[src/hw/rtl/packbits_bitmap_decoder_macros.svh]
// Assertion macros shared by the PackBits bitmap decoder RTL.
// Included by the modules that carry concurrent checks; no other dependencies.
`ifndef PACKBITS_BITMAP_DECODER_MACROS_SVH
`define PACKBITS_BITMAP_DECODER_MACROS_SVH

// Check that prop holds on every clock edge outside reset.
`define PBD_ASSERT_ALWAYS(label, clk, rstn, prop, msg) \
    label: assert property (@(posedge clk) disable iff (!(rstn)) (prop)) else $error(msg);

// Check that cons holds on the edge after ante.
`define PBD_ASSERT_NEXT(label, clk, rstn, ante, cons, msg) \
    label: assert property (@(posedge clk) disable iff (!(rstn)) (ante) |=> (cons)) \
        else $error(msg);

`endif

[src/hw/rtl/pbd_pkg.sv]
// Shared types and constants of the PackBits bitmap decoder.
// Used by pbd_core, pbd_out_buf and packbits_bitmap_decoder; no dependencies.
package pbd_pkg;

    localparam int IMAGE_WIDTH   = 576;
    localparam int IMAGE_HEIGHT  = 720;
    localparam int HEADER_BYTES  = 512;
    localparam int WRAPPER_BYTES = 128;

    localparam int PACKED_TOTAL  = (IMAGE_WIDTH / 8) * IMAGE_HEIGHT;

    localparam int BYTE_W   = 8;
    localparam int IDX_W    = 16;
    localparam int LEN_W    = 8;
    localparam int STATUS_W = 2;

    // Position counter must hold the total itself and feed a 16-bit index.
    localparam int POS_W_RAW = $clog2(PACKED_TOTAL + 1);
    localparam int POS_W     = (POS_W_RAW > IDX_W) ? POS_W_RAW : IDX_W;

    localparam int HDR_MAX = HEADER_BYTES + WRAPPER_BYTES;
    localparam int HDR_W   = $clog2(HDR_MAX + 1);

    localparam logic [POS_W-1:0] TOTAL_POS = POS_W'(PACKED_TOTAL);
    localparam logic [HDR_W-1:0] HDR_BASE  = HDR_W'(HEADER_BYTES);
    localparam logic [HDR_W-1:0] HDR_WRAP  = HDR_W'(HDR_MAX);

    localparam logic [STATUS_W-1:0] ST_OK      = 2'd0;
    localparam logic [STATUS_W-1:0] ST_INVALID = 2'd1;
    localparam logic [STATUS_W-1:0] ST_TRUNC   = 2'd2;

    typedef struct packed {
        logic                pixel_valid;
        logic [BYTE_W-1:0]   pixel_byte;
        logic [IDX_W-1:0]    out_index;
        logic [LEN_W-1:0]    run_length;
        logic                finished;
        logic [STATUS_W-1:0] status;
    } res_t;

endpackage

[src/hw/rtl/pbd_core.sv]
// Decoder state machine: header skip, PackBits flag parsing and run emission.
// Depends on pbd_pkg and packbits_bitmap_decoder_macros.svh.
`include "packbits_bitmap_decoder_macros.svh"

module pbd_core (
    input  logic                      aclk,
    input  logic                      aresetn,
    input  logic                      take,
    input  logic [pbd_pkg::BYTE_W-1:0] in_byte,
    input  logic                      in_last,
    output logic                      res_vld,
    output pbd_pkg::res_t             res
);

    localparam logic [2:0] PH_FIRST   = 3'd0;
    localparam logic [2:0] PH_SECOND  = 3'd1;
    localparam logic [2:0] PH_HEADER  = 3'd2;
    localparam logic [2:0] PH_FLAG    = 3'd3;
    localparam logic [2:0] PH_LITERAL = 3'd4;
    localparam logic [2:0] PH_REPEAT  = 3'd5;
    localparam logic [2:0] PH_SKIP    = 3'd6;

    localparam logic [pbd_pkg::HDR_W-1:0] HDR_TWO = pbd_pkg::HDR_W'(2);

    logic [2:0]                      phase_reg, phase_next;
    logic [pbd_pkg::HDR_W-1:0]       hdr_pos_reg, hdr_pos_next;
    logic                            wrapped_reg, wrapped_next;
    logic [pbd_pkg::LEN_W-1:0]       lit_rem_reg, lit_rem_next;
    logic [pbd_pkg::LEN_W-1:0]       rep_len_reg, rep_len_next;
    logic [pbd_pkg::POS_W-1:0]       pos_reg, pos_next;

    logic [pbd_pkg::LEN_W-1:0]       emit_len;
    logic [pbd_pkg::POS_W-1:0]       pos_sum;
    logic                            emit_done;
    logic [pbd_pkg::POS_W-1:0]       room;
    logic [pbd_pkg::LEN_W-1:0]       raw_count;
    logic [pbd_pkg::LEN_W-1:0]       clip_count;
    logic [pbd_pkg::HDR_W-1:0]       hdr_inc;
    logic [pbd_pkg::HDR_W-1:0]       hdr_total;
    logic [pbd_pkg::HDR_W-1:0]       sec_total;
    logic [pbd_pkg::LEN_W-1:0]       lit_dec;
    logic                            clear;

    assign emit_len  = (phase_reg == PH_REPEAT) ? rep_len_reg : pbd_pkg::LEN_W'(1);
    assign pos_sum   = pos_reg + pbd_pkg::POS_W'(emit_len);
    assign emit_done = (pos_sum >= pbd_pkg::TOTAL_POS);

    assign room = (pbd_pkg::TOTAL_POS > pos_reg) ? (pbd_pkg::TOTAL_POS - pos_reg) : '0;

    // Literal flag gives flag+1 bytes, repeat flag gives 257-flag copies.
    assign raw_count = in_byte[7] ? pbd_pkg::LEN_W'(9'd257 - {1'b0, in_byte})
                                  : (in_byte + pbd_pkg::LEN_W'(1));
    assign clip_count = (pbd_pkg::POS_W'(raw_count) > room) ? room[pbd_pkg::LEN_W-1:0]
                                                             : raw_count;

    assign hdr_inc   = hdr_pos_reg + pbd_pkg::HDR_W'(1);
    assign hdr_total = wrapped_reg ? pbd_pkg::HDR_WRAP : pbd_pkg::HDR_BASE;
    assign sec_total = (in_byte != '0) ? pbd_pkg::HDR_WRAP : pbd_pkg::HDR_BASE;
    assign lit_dec   = (lit_rem_reg != '0) ? (lit_rem_reg - pbd_pkg::LEN_W'(1)) : '0;

    always_comb begin
        phase_next   = phase_reg;
        hdr_pos_next = hdr_pos_reg;
        wrapped_next = wrapped_reg;
        lit_rem_next = lit_rem_reg;
        rep_len_next = rep_len_reg;
        pos_next     = pos_reg;
        res_vld      = 1'b0;
        res          = '0;
        clear        = 1'b0;

        if (take) begin
            unique case (phase_reg) inside
                PH_FIRST: begin
                    if (in_last) begin
                        res_vld      = 1'b1;
                        res.finished = 1'b1;
                        res.status   = pbd_pkg::ST_TRUNC;
                        clear        = 1'b1;
                    end else if (in_byte != '0) begin
                        res_vld      = 1'b1;
                        res.finished = 1'b1;
                        res.status   = pbd_pkg::ST_INVALID;
                        phase_next   = PH_SKIP;
                    end else begin
                        hdr_pos_next = pbd_pkg::HDR_W'(1);
                        phase_next   = PH_SECOND;
                    end
                end
                PH_SECOND: begin
                    if (in_last) begin
                        res_vld      = 1'b1;
                        res.finished = 1'b1;
                        res.status   = pbd_pkg::ST_TRUNC;
                        clear        = 1'b1;
                    end else begin
                        wrapped_next = (in_byte != '0);
                        hdr_pos_next = HDR_TWO;
                        phase_next   = (HDR_TWO >= sec_total) ? PH_FLAG : PH_HEADER;
                    end
                end
                PH_HEADER: begin
                    if (in_last) begin
                        res_vld      = 1'b1;
                        res.finished = 1'b1;
                        res.status   = pbd_pkg::ST_TRUNC;
                        clear        = 1'b1;
                    end else begin
                        hdr_pos_next = hdr_inc;
                        if (hdr_inc >= hdr_total) begin
                            phase_next = PH_FLAG;
                        end
                    end
                end
                PH_FLAG: begin
                    if (in_last) begin
                        res_vld      = 1'b1;
                        res.finished = 1'b1;
                        res.status   = pbd_pkg::ST_TRUNC;
                        clear        = 1'b1;
                    end else if (!in_byte[7]) begin
                        lit_rem_next = clip_count;
                        phase_next   = PH_LITERAL;
                    end else begin
                        rep_len_next = clip_count;
                        phase_next   = PH_REPEAT;
                    end
                end
                PH_LITERAL, PH_REPEAT: begin
                    if (phase_reg == PH_LITERAL) begin
                        lit_rem_next = lit_dec;
                        if (lit_dec == '0) begin
                            phase_next = PH_FLAG;
                        end
                    end else begin
                        phase_next = PH_FLAG;
                    end
                    res_vld  = 1'b1;
                    pos_next = pos_sum;
                    if (emit_done) begin
                        // Image complete: report the run together with success.
                        res.pixel_valid = 1'b1;
                        res.pixel_byte  = in_byte;
                        res.out_index   = pos_reg[pbd_pkg::IDX_W-1:0];
                        res.run_length  = emit_len;
                        res.finished    = 1'b1;
                        res.status      = pbd_pkg::ST_OK;
                        if (in_last) begin
                            clear = 1'b1;
                        end else begin
                            phase_next = PH_SKIP;
                        end
                    end else if (in_last) begin
                        // Early end: drop the pixels, report truncation.
                        res.finished = 1'b1;
                        res.status   = pbd_pkg::ST_TRUNC;
                        clear        = 1'b1;
                    end else begin
                        res.pixel_valid = 1'b1;
                        res.pixel_byte  = in_byte;
                        res.out_index   = pos_reg[pbd_pkg::IDX_W-1:0];
                        res.run_length  = emit_len;
                    end
                end
                default: begin
                    if (in_last) begin
                        clear = 1'b1;
                    end
                end
            endcase

            if (clear) begin
                phase_next   = PH_FIRST;
                hdr_pos_next = '0;
                wrapped_next = 1'b0;
                lit_rem_next = '0;
                rep_len_next = '0;
                pos_next     = '0;
            end
        end
    end

    always_ff @(posedge aclk) begin
        if (!aresetn) begin
            phase_reg   <= PH_FIRST;
            hdr_pos_reg <= '0;
            wrapped_reg <= 1'b0;
            lit_rem_reg <= '0;
            rep_len_reg <= '0;
            pos_reg     <= '0;
        end else begin
            phase_reg   <= phase_next;
            hdr_pos_reg <= hdr_pos_next;
            wrapped_reg <= wrapped_next;
            lit_rem_reg <= lit_rem_next;
            rep_len_reg <= rep_len_next;
            pos_reg     <= pos_next;
        end
    end

    `PBD_ASSERT_ALWAYS(a_pos_in_image, aclk, aresetn,
        pos_reg <= pbd_pkg::TOTAL_POS, "position beyond image")
    `PBD_ASSERT_ALWAYS(a_literal_pending, aclk, aresetn,
        (phase_reg != PH_LITERAL) || (lit_rem_reg != '0), "literal phase with no bytes left")
    `PBD_ASSERT_ALWAYS(a_run_nonzero, aclk, aresetn,
        !(res_vld && res.pixel_valid) || (res.run_length != '0), "pixel run of zero length")
    `PBD_ASSERT_ALWAYS(a_ok_has_pixels, aclk, aresetn,
        !(res_vld && res.finished && (res.status == pbd_pkg::ST_OK)) || res.pixel_valid,
        "success without the completing run")
    `PBD_ASSERT_NEXT(a_done_skips, aclk, aresetn,
        take && res_vld && res.finished && !in_last, phase_reg == PH_SKIP,
        "finished file not skipping to marker")

endmodule

[src/hw/rtl/pbd_out_buf.sv]
// Two-entry result buffer: output register plus skid entry.
// Depends on pbd_pkg and packbits_bitmap_decoder_macros.svh.
`include "packbits_bitmap_decoder_macros.svh"

module pbd_out_buf (
    input  logic          aclk,
    input  logic          aresetn,
    input  logic          push,
    input  pbd_pkg::res_t push_data,
    output logic          full,
    output logic          out_vld,
    input  logic          out_rdy,
    output pbd_pkg::res_t out_data
);

    logic          main_vld_reg, main_vld_next;
    logic          skid_vld_reg, skid_vld_next;
    pbd_pkg::res_t main_reg, main_next;
    pbd_pkg::res_t skid_reg, skid_next;
    logic          pop;

    assign pop      = main_vld_reg && out_rdy;
    assign full     = main_vld_reg && skid_vld_reg;
    assign out_vld  = main_vld_reg;
    assign out_data = main_reg;

    always_comb begin
        main_vld_next = main_vld_reg;
        skid_vld_next = skid_vld_reg;
        main_next     = main_reg;
        skid_next     = skid_reg;
        if (pop || !main_vld_reg) begin
            if (skid_vld_reg) begin
                // Advance the skid entry, refill it with any new item.
                main_vld_next = 1'b1;
                main_next     = skid_reg;
                skid_vld_next = push;
                if (push) begin
                    skid_next = push_data;
                end
            end else begin
                main_vld_next = push;
                if (push) begin
                    main_next = push_data;
                end
            end
        end else if (push) begin
            skid_vld_next = 1'b1;
            skid_next     = push_data;
        end
    end

    always_ff @(posedge aclk) begin
        if (!aresetn) begin
            main_vld_reg <= 1'b0;
            skid_vld_reg <= 1'b0;
        end else begin
            main_vld_reg <= main_vld_next;
            skid_vld_reg <= skid_vld_next;
        end
    end

    always_ff @(posedge aclk) begin
        main_reg <= main_next;
        skid_reg <= skid_next;
    end

    `PBD_ASSERT_ALWAYS(a_skid_behind_main, aclk, aresetn, !skid_vld_reg || main_vld_reg, "skid entry without output entry")
    `PBD_ASSERT_ALWAYS(a_no_push_when_full, aclk, aresetn, !(push && full), "item pushed into full buffer")
    `PBD_ASSERT_NEXT(a_stall_keeps_item, aclk, aresetn, main_vld_reg && !out_rdy, main_vld_reg && (main_reg == $past(main_reg)), "stalled output item lost")

endmodule

[src/hw/rtl/packbits_bitmap_decoder.sv]
// PackBits bitmap decoder, top level. Takes one file byte per cycle and emits
// at most one pixel run or end report per byte. One byte is accepted every
// cycle while the result side keeps up; each byte is held in the input
// register until the result buffer has room, is decoded from there, and its
// result is written into the output buffer that drives the master side. The
// output register has a skid entry behind it that catches the result of a
// stalled cycle; while that entry is occupied the input is held, and a
// longer stall holds s_tready low once both entries and the input register are
// occupied. No clearing pass after reset.
// Depends on pbd_pkg, pbd_core and pbd_out_buf.
module packbits_bitmap_decoder (
    input  logic        aclk,
    input  logic        aresetn,
    input  logic        s_tvalid,
    output logic        s_tready,
    input  logic [7:0]  s_tdata,   // [7:0] data_byte
    input  logic        s_tlast,   // last_byte
    output logic        m_tvalid,
    input  logic        m_tready,
    output logic [31:0] m_tdata,   // [7:0] pixel_byte, [23:8] out_index, [31:24] run_length
    output logic [2:0]  m_tuser,   // [0] pixel_valid, [2:1] status
    output logic        m_tlast    // finished
);

    logic                       in_vld_reg, in_vld_next;
    logic [pbd_pkg::BYTE_W-1:0] in_byte_reg;
    logic                       in_last_reg;
    logic                       take;
    logic                       buf_full;
    logic                       res_vld;
    pbd_pkg::res_t              res;
    pbd_pkg::res_t              out_res;

    // Decode the held item whenever the result buffer has room.
    assign take     = in_vld_reg && !buf_full;
    assign s_tready = !in_vld_reg || take;

    assign in_vld_next = s_tready ? s_tvalid : in_vld_reg;

    always_ff @(posedge aclk) begin
        if (!aresetn) begin
            in_vld_reg <= 1'b0;
        end else begin
            in_vld_reg <= in_vld_next;
        end
    end

    always_ff @(posedge aclk) begin
        if (s_tvalid && s_tready) begin
            in_byte_reg <= s_tdata;
            in_last_reg <= s_tlast;
        end
    end

    pbd_core u_core (
        .aclk    (aclk),
        .aresetn (aresetn),
        .take    (take),
        .in_byte (in_byte_reg),
        .in_last (in_last_reg),
        .res_vld (res_vld),
        .res     (res)
    );

    pbd_out_buf u_out_buf (
        .aclk      (aclk),
        .aresetn   (aresetn),
        .push      (res_vld),
        .push_data (res),
        .full      (buf_full),
        .out_vld   (m_tvalid),
        .out_rdy   (m_tready),
        .out_data  (out_res)
    );

    assign m_tdata = {out_res.run_length, out_res.out_index, out_res.pixel_byte};
    assign m_tuser = {out_res.status, out_res.pixel_valid};
    assign m_tlast = out_res.finished;

endmodule

[config.mk]
export PLATFORM = sky130hd
export DESIGN_NAME = packbits_bitmap_decoder
export DESIGN_NICKNAME = d
export VERILOG_FILES = /design/src/hw/rtl/pbd_pkg.sv /design/src/hw/rtl/pbd_core.sv /design/src/hw/rtl/pbd_out_buf.sv /design/src/hw/rtl/packbits_bitmap_decoder.sv
export VERILOG_INCLUDE_DIRS = /design/src /design/src/hw/rtl
export SDC_FILE = /design/constraint.sdc
export NUM_CORES = 1
export LEC_CHECK = 0
export BUFFER_PORTS_ARGS = -buffer_cell sky130_fd_sc_hd__clkbuf_2
export CORE_ASPECT_RATIO = 0.6
export CORE_MARGIN = 3
export CORE_UTILIZATION = 40
export DETAILED_ROUTE_END_ITERATION = 6
export PLACE_DENSITY = 0.61
export SLEW_MARGIN = 20
export SYNTH_ARGS = -nofsm -noshare
export SYNTH_HDL_FRONTEND = slang
export SYNTH_HIERARCHICAL = 1
export SYNTH_SLANG_ARGS = --single-unit
[constraint.sdc]
create_clock -name aclk -period 4.4 [get_ports aclk]
set_clock_uncertainty 0.15 [all_clocks]
set_input_delay 0.22 -clock aclk [delete_from_list [all_inputs] [get_ports aclk]]
set_output_delay 0.22 -clock aclk [all_outputs]
set_load 0.02 [all_outputs]
=== Yosys cells after proc, flatten, opt, wreduce, memory -nomap -nowiden ===
Index checks and enable logic that the tools add are counted.

* Flip-flop bits (word level): 130
* Logic and storage cells: 144
* Bits of input ports: 13
* Output and inout port bits: 38

* Add/sub/neg operators: 6
* Equality and inequality tests: 15
* Reduce and logical (&&, ||, !) cells: 31
* Mux-type cells: 64
* Magnitude comparators: 5

{| class="wikitable"
|+ Operator list
! cell !! number
|-
| $mux 36 || 7
|-
| $mux 8 || 14
|-
| $mux 33 || 2
|-
| $mux 10 || 5
|-
| $mux 16 || 3
|-
| $mux 3 || 14
|-
| $pmux 10 s3 || 1
|-
| $ne 3x3->1 const B || 7
|-
| $add 16x8->16 || 1
|-
| $ge 16x16->1 const B || 1
|-
| $gt 16x16->1 const A || 1
|-
| $gt 8x16->1 || 1
|-
| $pmux 8 s2 || 1
|-
| $reduce_bool 8->1 || 2
|-
| $sub 16x16->16 const A || 1
|-
| $pmux 3 s5 || 1
|-
| $mux 1 || 14
|-
| $reduce_bool 2->1 || 6
|-
| $add 10x1->10 const B || 1
|-
| $ge 10x10->1 || 1
|-
| $ge 2x10->1 const A || 1
|-
| $pmux 3 s3 || 1
|-
| $add 8x1->8 const B || 1
|-
| $logic_not 8->1 || 1
|-
| other kinds (23) || 33
|}

=== Logic depth before layout (Yosys ltp) ===
Gate-level depths: netlist of the first run.

* Word-level depth: 10
* Mapped depth: 19
* Mapped depth without buffers: 18

=== By module ===
Netlist of the first run, hierarchy kept.

{| class="wikitable"
|+ Modules (own cells, without submodules)
! module !! area an instance (um^2) !! cells an instance !! times used !! sequential area each (um^2)
|-
| pbd_core || 4,508.1 || 623 || 1 || 920.9
|-
| pbd_out_buf || 2,882.8 || 124 || 1 || 2,202.1
|-
| packbits_bitmap_decoder || 320.3 || 15 || 1 || 290.3
|}

=== Worst setup path after synthesis of the first run ===
No wires, ideal clock.

* Path type: register -> register
* Start point: register u_core/pos_reg[1] (netlist name)
* End point: register u_core/lit_rem_reg[7] (netlist name)
* Path buffers: 1
* Setup time: 0.120 ns
* Stages on the path, launching flop included: 20
* Arrival: 4.150 ns
* Setup slack: -0.020 ns
* Cell sequence: dfxtp_1 inv_1 ha_1 or3b_1 o41ai_1 a21oi_1 o21ai_0 a21o_1 clkbuf_1 nand2_1 ha_1 nor2b_1 o21a_1 o21a_1 o211ai_1 a21boi_0 o31ai_1 nor4_1 a21o_1 o31a_1

* Word-level cells in the longest chain between the ends: 8
* Elaborated cells on any way between the ends: 9
* Those cells by class: 1 x add/sub; 2 x order compare; 6 x mux

{| class="wikitable"
|+ RTL lines
! what !! RTL line !! text
|-
| from (decl) || pbd_core.sv:30 || <nowiki>logic [pbd_pkg::POS_W-1:0] pos_reg, pos_next;</nowiki>
|-
| from (signal assigned) || pbd_core.sv:197 || <nowiki>pos_reg <= pos_next;</nowiki>
|-
| $sub 16x16->16 / $gt 16x16->1 (equally long branches) || pbd_core.sv:48 || <nowiki>assign room = (pbd_pkg::TOTAL_POS > pos_reg) ? (pbd_pkg::TOTAL_POS - pos_reg) : '0;</nowiki>
|-
| $mux 16 * || pbd_core.sv:48 ||
|-
| $gt 8x16->1 || pbd_core.sv:53 || <nowiki>assign clip_count = (pbd_pkg::POS_W'(raw_count) > room) ? room[pbd_pkg::LEN_W-1:0]</nowiki>
|-
| $mux 8 * || pbd_core.sv:53 ||
|-
| $mux 8 * || pbd_core.sv:121 || <nowiki>end else if (!in_byte[7]) begin</nowiki>
|-
| $mux 8 * || pbd_core.sv:116 || <nowiki>if (in_last) begin</nowiki>
|-
| $pmux 8 s2 * || pbd_core.sv:73 || <nowiki>unique case (phase_reg) inside</nowiki>
|-
| $mux 8 * || pbd_core.sv:172 || <nowiki>if (clear) begin</nowiki>
|-
| to (signal assigned) || pbd_core.sv:195 || <nowiki>lit_rem_reg <= lit_rem_next;</nowiki>
|-
| to (decl) || pbd_core.sv:28 || <nowiki>logic [pbd_pkg::LEN_W-1:0] lit_rem_reg, lit_rem_next;</nowiki>
|}

Every way passes the cells marked *; elsewhere a longest branch is shown, timed or not. The select of a mux whose other input is x is not followed.
A chain may end at the register's enable or synchronous reset.

=== Worst setup path after layout of the first run ===
Same ends and word-level chain as after synthesis.

==> run_results.csv, run 1 <==
group,metric,value,unit
global_routing,track_usage,0.190,
worst_setup_path,max_stage_delay,0.42,ns
yosys,synth_edf_count,81,
timing,worst_pin_slew,0.938,ns
floorplanning,rows,38,
yosys,synth_area_per_cell,10.1,um2
placed_design,dpl.hpwl,14200,um
finish,design_area,9090,um2
global_routing,grt_max_degree,41,
worst_setup_path,r2r_slack,0.20,ns
cts,path_clk_slew,0.06,ns
global_routing,grt_pass1_vias,5504,
yosys,synth-compound-area-share,0.182,
floorplanning,die-area,21000,um2
yosys,synth-async-reset-ratio,0,
finish,drive_above_1_share,0.229,
global_routing,antenna_found_initial,0,
finish,area_growth,17.9,%
yosys,synth_xor_area_frac,0.0295,
timing,final_hold_viol_count,0,
yosys,synth_cells,762,
timing,max_freq,238,MHz
power_and_ir_drop,peakVddDrop,0.286,mV
finish,n_antenna_cell,0,
global_routing,grt-ovfl-total,0,
drt,ant_nets,0,
yosys,synth_top_family_by_area,"compound AO/OA/AOI/OAI gates",
worst_setup_path,worstPathArrival,4.36,ns
finish,n_fill_cell,1676,
worst_setup_path,cp_max_fo,5,
timing,whs,0.238,ns
worst_setup_path,end_kind,"flop",
floorplanning,ios,51,
floorplanning,core,18500,um2
cts,cts.sinks,130,
worst_setup_path,crit_slowest_cell,"or3b_4",
finish,mostFrequentLayoutCell,"edfxtp_1",
drt,viasPerCell,5.60,
floorplanning,fp.dieW,185,um
yosys,synth_cell_types,88,
run,maxCapViolCount,0,
worst_setup_path,critical_path_class,"reg2reg",
finish,mostFrequentLayoutCells,"edfxtp_1, nor2_1, nand2_1, clkbuf_2, dfxtp_1",
drt,drt_iter0_drc,518,
floorplanning,start_util,0.417,
timing,drv_slew,0,
floorplanning,dieHeight,114,um
worst_setup_path,crit_chain,"inv_1, ha_2, or3b_4, o41ai_2, a21oi_1, o21ai_1, a21o_1, nand2_2, ha_1, nor2b_1, o21a_1, o21a_1, o211ai_1, a21boi_1, o31ai_2, buf_4, nor4_1, a21o_1, o31a_1",
drt,vias,6128,
cts,clkLatencyLatePin,0.42,ns
yosys,yosys_warnings,6,
power_and_ir_drop,p_per_area,331,nW/um2
drt,first_pass_iters,5,
yosys,synthSimpleGateAreaFrac,0.178,
placed_design,post_dp_cell_area,8360,um2
min_path,min_path_type,"in2reg",
yosys,synthMuxAreaShare,0.0763,
worst_setup_path,cp.required,4.56,ns
finish,num-nets-final,880,
yosys,ys_ff_latch,130,
cts,tritoncts,"built",
drt,wire_per_inst,17.9,um
timing,min_period,4.20,ns
cts,cts_buffer_depth,2,
yosys,synthFlopType,"edfxtp_1",
placed_design,place.port_buffers,50,
worst_setup_path,cp-start-kind,"flop",
timing,max-slew-margin-rel,0.369,
finish,seq_area,3410,um2
yosys,yosys.area_share.adder,0.0417,
yosys,synth_nets,799,
cts,root_buffer,"clkbuf_16",
timing,setup_violations,0,
cts,cts_buffers,17,
finish,multi_input_area,3950,um2
cts,cts_htree_levels,4,
global_routing,grt_pass1_wl,31100,um
yosys,syn_area,7710,um2
drt,drc,0,
timing,finalCritPeriodShare,0.954,
drt,finalWirelength,19600,um
placed_design,gp_congestion,0.972,
status,status,"complete, no violations",
yosys,seq_area_frac_synth,0.443,
power_and_ir_drop,leakagePower,0.00342,uW
power by group:
| part | internal [uW] | switching, uW |
|---|---|---|
| Clock | 876 | 524 |
| Combinational | 101 | 163 |
| Sequential | 1320 | 22.0 |
metrics by stage:
step | TNS (ns) | power, uW | util | instances | setup slack [ns]
final | 0 | 3010 | 0.492 | 1095 | 0.203
after global placement | 0 | 1620 | 0.452 | 1050 | 0.233
after CTS | 0 | 3020 | 0.488 | 1091 | 0.0992
after global routing | -0.0398 | 3120 | 0.492 | 1095 | -0.0272
after floorplan | 0 | 1530 | - | 762 | 0.158
after detailed placement | 0 | 1620 | 0.452 | 1050 | 0.114
metal layers:
layer / share of wire / global-route usage
met1: 0.53 / 0.313
met2: 0.38 / 0.239
met3: 0.071 / 0.0510
met4: 0.013 / 0.0455
met5: 0 / 0
cell families after synthesis:
family	after synthesis
DFF	130
AOI/OAI and AO/OA	198
and+or+nand+nor	264
buffers and inverters	78
muxes	41
adders and majority gates	25
xor gates and xnor gates	26
layout make-up:
type                    instances  share of cell area
multi-input cells             554               0.434
flip-flops and latches        130               0.376
repair buffers                108              0.0809
clock inverters                13              0.0158
inverters                      32              0.0132
well taps                     240              0.0330
clock buffers                  18              0.0472
synth_stat cells, types with 16 or more instances:
| cell type | number | area share |
|---|---|---|
| nand3_1 | 16 | 0.010 |
| nor3_1 | 28 | 0.018 |
| clkbuf_1 | 32 | 0.016 |
| inv_1 | 32 | 0.016 |
| dfxtp_1 | 49 | 0.13 |
| ha_1 | 23 | 0.037 |
| a21oi_1 | 32 | 0.021 |
| xnor2_1 | 19 | 0.022 |
| edfxtp_1 | 81 | 0.32 |
| o21ai_0 | 49 | 0.032 |
| nor2_1 | 64 | 0.031 |
| nand2_1 | 55 | 0.027 |
| and2_1 | 30 | 0.024 |
| nor2b_1 | 20 | 0.016 |
| mux2_4 | 35 | 0.068 |
worst paths after layout:
check | startpoint | end | cells after the start
min reg2reg | u_core/rep_len_reg[1] | u_core/rep_len_reg[1] | 2
max | u_core/pos_reg[1] | u_core/lit_rem_reg[7] | 19
min | m_tready | u_out_buf/skid_vld_reg | 4
max reg2reg | u_core/pos_reg[1] | u_core/lit_rem_reg[7] | 19
timing repair:
| item | in CTS | in global routing |
|---|---|---|
| setup endpoints to repair | 0 | 17 |
| buffers inserted | 0 | 4 |
| resized for setup | 0 | 10 |
| hold buffers | 10 | 0 |
| endpoints found under the hold margin | 10 | 0 |
critical path, delay by kind of cell, from the launching register on:
family,cells,cell delay (ns)
AND/OR/NAND/NOR,4,0.71
adder cells (fa/ha/maj),2,0.49
flip-flops,1,0.33
AO/OA/AOI/OAI,11,2.10
buffers and inverters,2,0.30
No activity file was read; power rests on OpenSTA's default activity.
==> inputs of run 2 (changes only) <==
--- a/config.mk
+++ b/config.mk
@@ -7,11 +7,15 @@
 export NUM_CORES = 1
 export LEC_CHECK = 0
 export BUFFER_PORTS_ARGS = -buffer_cell sky130_fd_sc_hd__clkbuf_2
+export CELL_PAD_IN_SITES_DETAIL_PLACEMENT = 0
+export CELL_PAD_IN_SITES_GLOBAL_PLACEMENT = 2
 export CORE_ASPECT_RATIO = 0.6
 export CORE_MARGIN = 3
-export CORE_UTILIZATION = 40
+export CORE_UTILIZATION = 37
+export CTS_BUF_LIST = sky130_fd_sc_hd__clkbuf_4
 export DETAILED_ROUTE_END_ITERATION = 6
-export PLACE_DENSITY = 0.61
+export PLACE_DENSITY = 0.8
+export SETUP_SLACK_MARGIN = 0.3
 export SLEW_MARGIN = 20
 export SYNTH_ARGS = -nofsm -noshare
 export SYNTH_HDL_FRONTEND = slang
==> run 2 against run 1 <==
Final area increased by 3.0%. Sequential power barely moved. Clock-buffer cell count rose by 1. Routed wire length increased by 12%. Largest cell class unchanged. Critical path type unchanged. Critical endpoint is now u_core/rep_len_reg[4]. Via count rose by 3.7%. Clock power decreased by 35%. Flip-flop and latch count is the same. Worst setup slack gained 0.038 ns. Register-to-register slack better by 0.04 ns. Worst hold slack got worse by 0.020 ns.
==> run_results.csv, run 2 (same netlist as run 1, synthesis figures left out) <==
group,metric,value,unit
worst_setup_path,worstPathArrival,4.54,ns
min_path,min_path_type,"in2reg",
drt,drt_iter0_drc,605,
drt,route.met3.wl,1560,um
finish,area_growth,21.4,%
finish,num-nets-final,910,
floorplanning,dieHeight,118,um
cts,tritoncts,"built",
finish,mostFrequentLayoutCell,"edfxtp_1",
status,status,"complete, no violations",
placed_design,place.port_buffers,50,
timing,worst_pin_slew,0.970,ns
power_and_ir_drop,p_per_area,273,nW/um2
floorplanning,rows,40,
cts,root_buffer,"clkbuf_4",
timing,setup_violations,0,
timing,drv_slew,0,
global_routing,grt_max_degree,41,
floorplanning,start_util,0.381,
floorplanning,ios,51,
timing,setup_ws,0.241,ns
placed_design,post_dp_cell_area,8500,um2
timing,min_period,4.16,ns
finish,final_core_util,0.463,
worst_setup_path,critical_path_class,"reg2reg",
drt,ant_nets,0,
placed_design,dpl.hpwl,15600,um
power_and_ir_drop,leakagePower,0.00350,uW
run,maxCapViolCount,0,
global_routing,grt-ovfl-total,0,
cts,cts.sinks,130,
finish,drive_above_1_share,0.302,
placed_design,gp_congestion,0.938,
floorplanning,die-area,22700,um2
finish,design_area,9360,um2
timing,rsz0062_at_grt,"yes",
cts,clkLatencyLatePin,0.58,ns
timing,finalCritPeriodShare,0.945,
worst_setup_path,cp_max_fo,6,
worst_setup_path,cp-start-kind,"flop",
finish,mostFrequentLayoutCells,"edfxtp_1, buf_4, nor2_1, nand2_1, clkbuf_2",
drt,drc,0,
cts,path_clk_slew,0.13,ns
worst_setup_path,timing.rr.start,"u_core/pos_reg[1]",
timing,final_hold_viol_count,0,
cts,cts_htree_levels,4,
timing,max_freq,240,MHz
global_routing,track_usage,0.196,
floorplanning,core,20200,um2
placed_design,place_worst_setup_slack,-0.0909,ns
worst_setup_path,crit_start,"u_core/pos_reg[1]",
drt,first_pass_iters,5,
drt,vias,6355,
finish,n_antenna_cell,0,
global_routing,grt_pass1_vias,6189,
drt,wl_met2,9390,um
global_routing,antenna_found_initial,0,
timing,whs,0.217,ns
global_routing,grt_pass1_wl,34500,um
min_path,hp-start,"s_tdata[4]",
cts,cts_buffers,17,
floorplanning,fp.dieW,192,um
drt,finalWirelength,22000,um
drt,wl_met1,10800,um
timing,max-slew-margin-rel,0.348,
power_and_ir_drop,peakVddDrop,0.226,mV
drt,route.top_layer_used,"met4",
cts,cts_buffer_depth,2,
worst_setup_path,end_kind,"flop",
worst_setup_path,cp.required,4.78,ns
drt,wire_per_inst,19.0,um
drt,viasPerCell,5.48,
## run 2: changes by cell type in the layout (fill, tap and decap cells not counted), sizes merged
cell         previous run  this run
buf                    48        77
bufinv                  3         4
clkbuf                 68        69
clkinv                  8         9
clkinvlp                2         1
dlygate4sd3            10        11
inv                    32        31
## run 2: worst max-delay path: stages (launching register included)
cell and delay, ns:
dfxtp_4 0.39, clkinv_4 0.06, ha_4 0.13, or3b_4 0.40, buf_6 0.14, nor4_4 0.29
a41oi_2 0.16, a21o_1 0.27, buf_6 0.15, and2_4 0.16, ha_4 0.16, nor2b_4 0.10
o21a_1 0.15, o21a_1 0.13, o211ai_1 0.11, a21boi_2 0.21, o31ai_4 0.13, or4b_4 0.56
o2bb2a_4 0.22, o21ai_2 0.04
## run 2: area by class of cell
cell class                      instances  area (um2)
Timing Repair Buffer                  138         977
Tap cell                              273         342
Multi-Input combinational cell        554        4190
Clock inverter                         13         166
Sequential cell                       130        3420
Inverter                               32         125
Fill cell                            1942       10900
Clock buffer                           19         143
## run 2: power by group
group          total [uW]  switching, uW  internal, uW  leakage, uW
registers            1340           25.5          1320      0.00115
clock network         917            464           453     0.000166
logic                 291            179           112      0.00219
total                2550            669          1880      0.00350
## run 2: worst paths after layout
path / end / slack, ns / cells past startpoint
hold reg to reg: u_core/rep_len_reg[0] / 0.36 / 2
hold / removal: in_byte_reg[4] / 0.22 / 2
setup reg to reg: u_core/rep_len_reg[4] / 0.24 / 19
setup / recovery: u_core/rep_len_reg[4] / 0.24 / 19
## run 2: timing repair
action                     CTS  global route
pin swaps                    3            28
setup endpoints to repair   32            76
hold endpoints to repair    11             0
setup buffers                4            15
gates resized for setup     11            58
hold buffers                11             0
## run 2: metal layers
metal / GRT usage / vias to the layer above
li1: - / 3023
met1: 0.297 / 3114
met2: 0.278 / 198
met3: 0.0429 / 20
met4: 0.0578 / 0
met5: 0 / -
## run 2: through the flow
step	setup TNS, ns	instances	total power [uW]
after floorplan	0	762	1530
after global placement	0	1097	1620
after detailed placement	-0.397	1097	1630
after CTS	0	1144	2560
after global routing	0	1159	2670
final	0	1159	2550
==> inputs of run 3 (changes only) <==
--- a/config.mk
+++ b/config.mk
@@ -8,13 +8,13 @@
 export LEC_CHECK = 0
 export BUFFER_PORTS_ARGS = -buffer_cell sky130_fd_sc_hd__clkbuf_2
 export CELL_PAD_IN_SITES_DETAIL_PLACEMENT = 0
-export CELL_PAD_IN_SITES_GLOBAL_PLACEMENT = 2
+export CELL_PAD_IN_SITES_GLOBAL_PLACEMENT = 1
 export CORE_ASPECT_RATIO = 0.6
 export CORE_MARGIN = 3
-export CORE_UTILIZATION = 37
+export CORE_UTILIZATION = 40
 export CTS_BUF_LIST = sky130_fd_sc_hd__clkbuf_4
 export DETAILED_ROUTE_END_ITERATION = 6
-export PLACE_DENSITY = 0.8
+export PLACE_DENSITY_LB_ADDON = 0.1
 export SETUP_SLACK_MARGIN = 0.3
 export SLEW_MARGIN = 20
 export SYNTH_ARGS = -nofsm -noshare
==> run 3 against run 2 <==
Fmax increased by 0.37%. Critical path type unchanged. Routed wire length decreased by 4.7%. Sequential share of layout area increased by 0.83 points. Critical endpoint is now u_core/lit_rem_reg[7].
==> run_results.csv, run 3 (same netlist as run 1, synthesis figures left out) <==
group,metric,value,unit
worst_setup_path,cp_top_family,"compound AO/OA/AOI/OAI gates",
cts,root_buffer,"clkbuf_4",
drt,drt_iter0_drc,418,
global_routing,antenna_found_initial,1,
worst_setup_path,critical_path_class,"reg2reg",
timing,tns,0,ns
global_routing,grt_pass1_vias,5962,
floorplanning,core,18500,um2
cts,tritoncts,"built",
drt,finalWirelength,20900,um
worst_setup_path,critPathBufInv,3,
worst_setup_path,end_kind,"flop",
power_and_ir_drop,p_sw_frac,0.277,
drt,viasPerCell,5.63,
power_and_ir_drop,p_per_area,267,nW/um2
worst_setup_path,cp-start-kind,"flop",
cts,cts_buffer_depth,2,
floorplanning,ios,51,
floorplanning,die-area,21000,um2
timing,finalCritPeriodShare,0.942,
drt,wire_per_inst,18.9,um
drt,first_pass_iters,5,
finish,drive_above_1_share,0.295,
timing,setup_violations,0,
finish,n_fill_cell,1708,
finish,area_growth,18.7,%
timing,max_freq,241,MHz
floorplanning,start_util,0.417,
cts,path_clk_slew,0.12,ns
placed_design,gp_congestion,0.945,
worst_setup_path,cp.required,4.72,ns
timing,rsz0062_at_grt,"yes",
timing,worst_pin_slew,0.952,ns
worst_setup_path,worstPathArrival,4.46,ns
timing,drv_slew,0,
worst_setup_path,max_stage_delay,0.39,ns
timing,final_hold_viol_count,0,
cts,cts.sinks,130,
global_routing,grt-ovfl-total,0,
global_routing,track_usage,0.204,
run,maxCapViolCount,0,
floorplanning,rows,38,
drt,vias,6259,
power_and_ir_drop,peakVddDrop,0.130,mV
finish,final_core_util,0.495,
power_and_ir_drop,seqPwrFrac,0.550,
worst_setup_path,crit_slowest_cell,"or3b_4",
power_and_ir_drop,power.switching,678,uW
finish,num-nets-final,894,
placed_design,place.port_buffers,50,
cts,cts_htree_levels,4,
cts,clkLatencyLatePin,0.58,ns
placed_design,dpl.hpwl,14800,um
worst_setup_path,crit_chain,"inv_4, ha_4, or3b_4, o41ai_2, a21oi_1, o21ai_1, a21o_1, buf_6, and2_4, ha_4, nor2b_4, o21a_1, o21a_1, o211ai_1, a21boi_2, o31ai_4, buf_6, nor4_2, a21o_1, o31a_1",
timing,min_period,4.14,ns
min_path,min_path_type,"in2reg",
global_routing,grt_max_degree,41,
power_and_ir_drop,internal_power,1770,uW
worst_setup_path,cp_max_fo,7,
drt,drc,0,
floorplanning,fp.dieW,185,um
power_and_ir_drop,p_total,2440,uW
power_and_ir_drop,combinationalPowerShare,0.114,
finish,mostFrequentLayoutCell,"edfxtp_1",
finish,mostFrequentLayoutCells,"edfxtp_1, nor2_1, buf_4, nand2_1, clkbuf_2",
floorplanning,dieHeight,114,um
power_and_ir_drop,leakagePower,0.00339,uW
timing,max-slew-margin-rel,0.360,
cts,cts_buffers,17,
drt,ant_nets,0,
power_and_ir_drop,pwr-share-clk,0.336,
status,status,"complete, no violations",
global_routing,grt_pass1_wl,33200,um
run 3: changes by cell type in the layout (fill, tap and decap cells not counted), sizes merged:
cell | previous run | this run
inv | 31 | 34
clkbuf | 69 | 68
buf | 77 | 61
bufinv | 4 | 2
diode | 0 | 1
run 3: final timing paths:
kind	start	slack (ns)	cells after the start	end
worst max-delay path	u_core/pos_reg[1]	0.26	20	u_core/lit_rem_reg[7]
worst max register to register	u_core/pos_reg[1]	0.26	20	u_core/lit_rem_reg[7]
worst min register to register	u_core/rep_len_reg[1]	0.37	2	u_core/rep_len_reg[1]
worst min-delay path	s_tdata[4]	0.21	2	in_byte_reg[4]
run 3: final cells by class:
class	count	area [um2]	area share
multi-input cells	554	4180	0.457
well taps	240	300	0.0328
flip-flops and latches	130	3420	0.374
repair buffers	122	851	0.0929
clock buffers	18	135	0.0148
inverters	32	123	0.0134
diodes	1	2.50	0.000273
clock inverters	14	139	0.0152
run 3: worst register-to-register path, delay by kind of cell, from the launching register on:
| kind | cells | cell delay (ns) |
|---|---|---|
| AOI/OAI and AO/OA | 11 | 2.26 |
| and+or+nand+nor | 4 | 0.63 |
| buffers and inverters | 3 | 0.37 |
| DFF | 1 | 0.36 |
| adders and majority gates | 2 | 0.27 |
run 3: power groups by stage:
stage / Combinational (uW) / Sequential (uW) / Clock [uW]
after CTS: 256 / 1340 / 854
after detailed placement: 245 / 1370 / 0
after global routing: 303 / 1350 / 903
final: 279 / 1340 / 822
after global placement: 243 / 1370 / 0
after floorplan: 146 / 1380 / 0
run 3: through the flow:
| stage | hold slack (ns) | setup WS (ns) | std cells | area, um2 |
|---|---|---|---|---|
| after global routing | 0.179 | 0.132 | 1111 | 9160 |
| after detailed placement | 0.251 | 0.0515 | 1040 | 8290 |
| after global placement | 0.247 | 0.216 | 1040 | 8290 |
| after CTS | 0.152 | 0.314 | 1098 | 8810 |
| after floorplan | 0.169 | 0.320 | 762 | 7720 |
| final | 0.211 | 0.257 | 1111 | 9160 |
run 3: per-layer routing:
metal / share of wire / global-route usage / up-vias
met5: 0 / 0 / -
met3: 0.057 / 0.0427 / 21
li1: - / - / 3010
met4: 0.015 / 0.0589 / 0
met1: 0.52 / 0.318 / 3039
met2: 0.41 / 0.282 / 189
run 3: what timing repair did:
item,CTS,global route
endpoints found under the hold margin,11,0
setup buffers,15,12
hold buffers,11,0
gates resized for setup,10,50
pin swaps,3,18
endpoints found under the setup margin,19,79
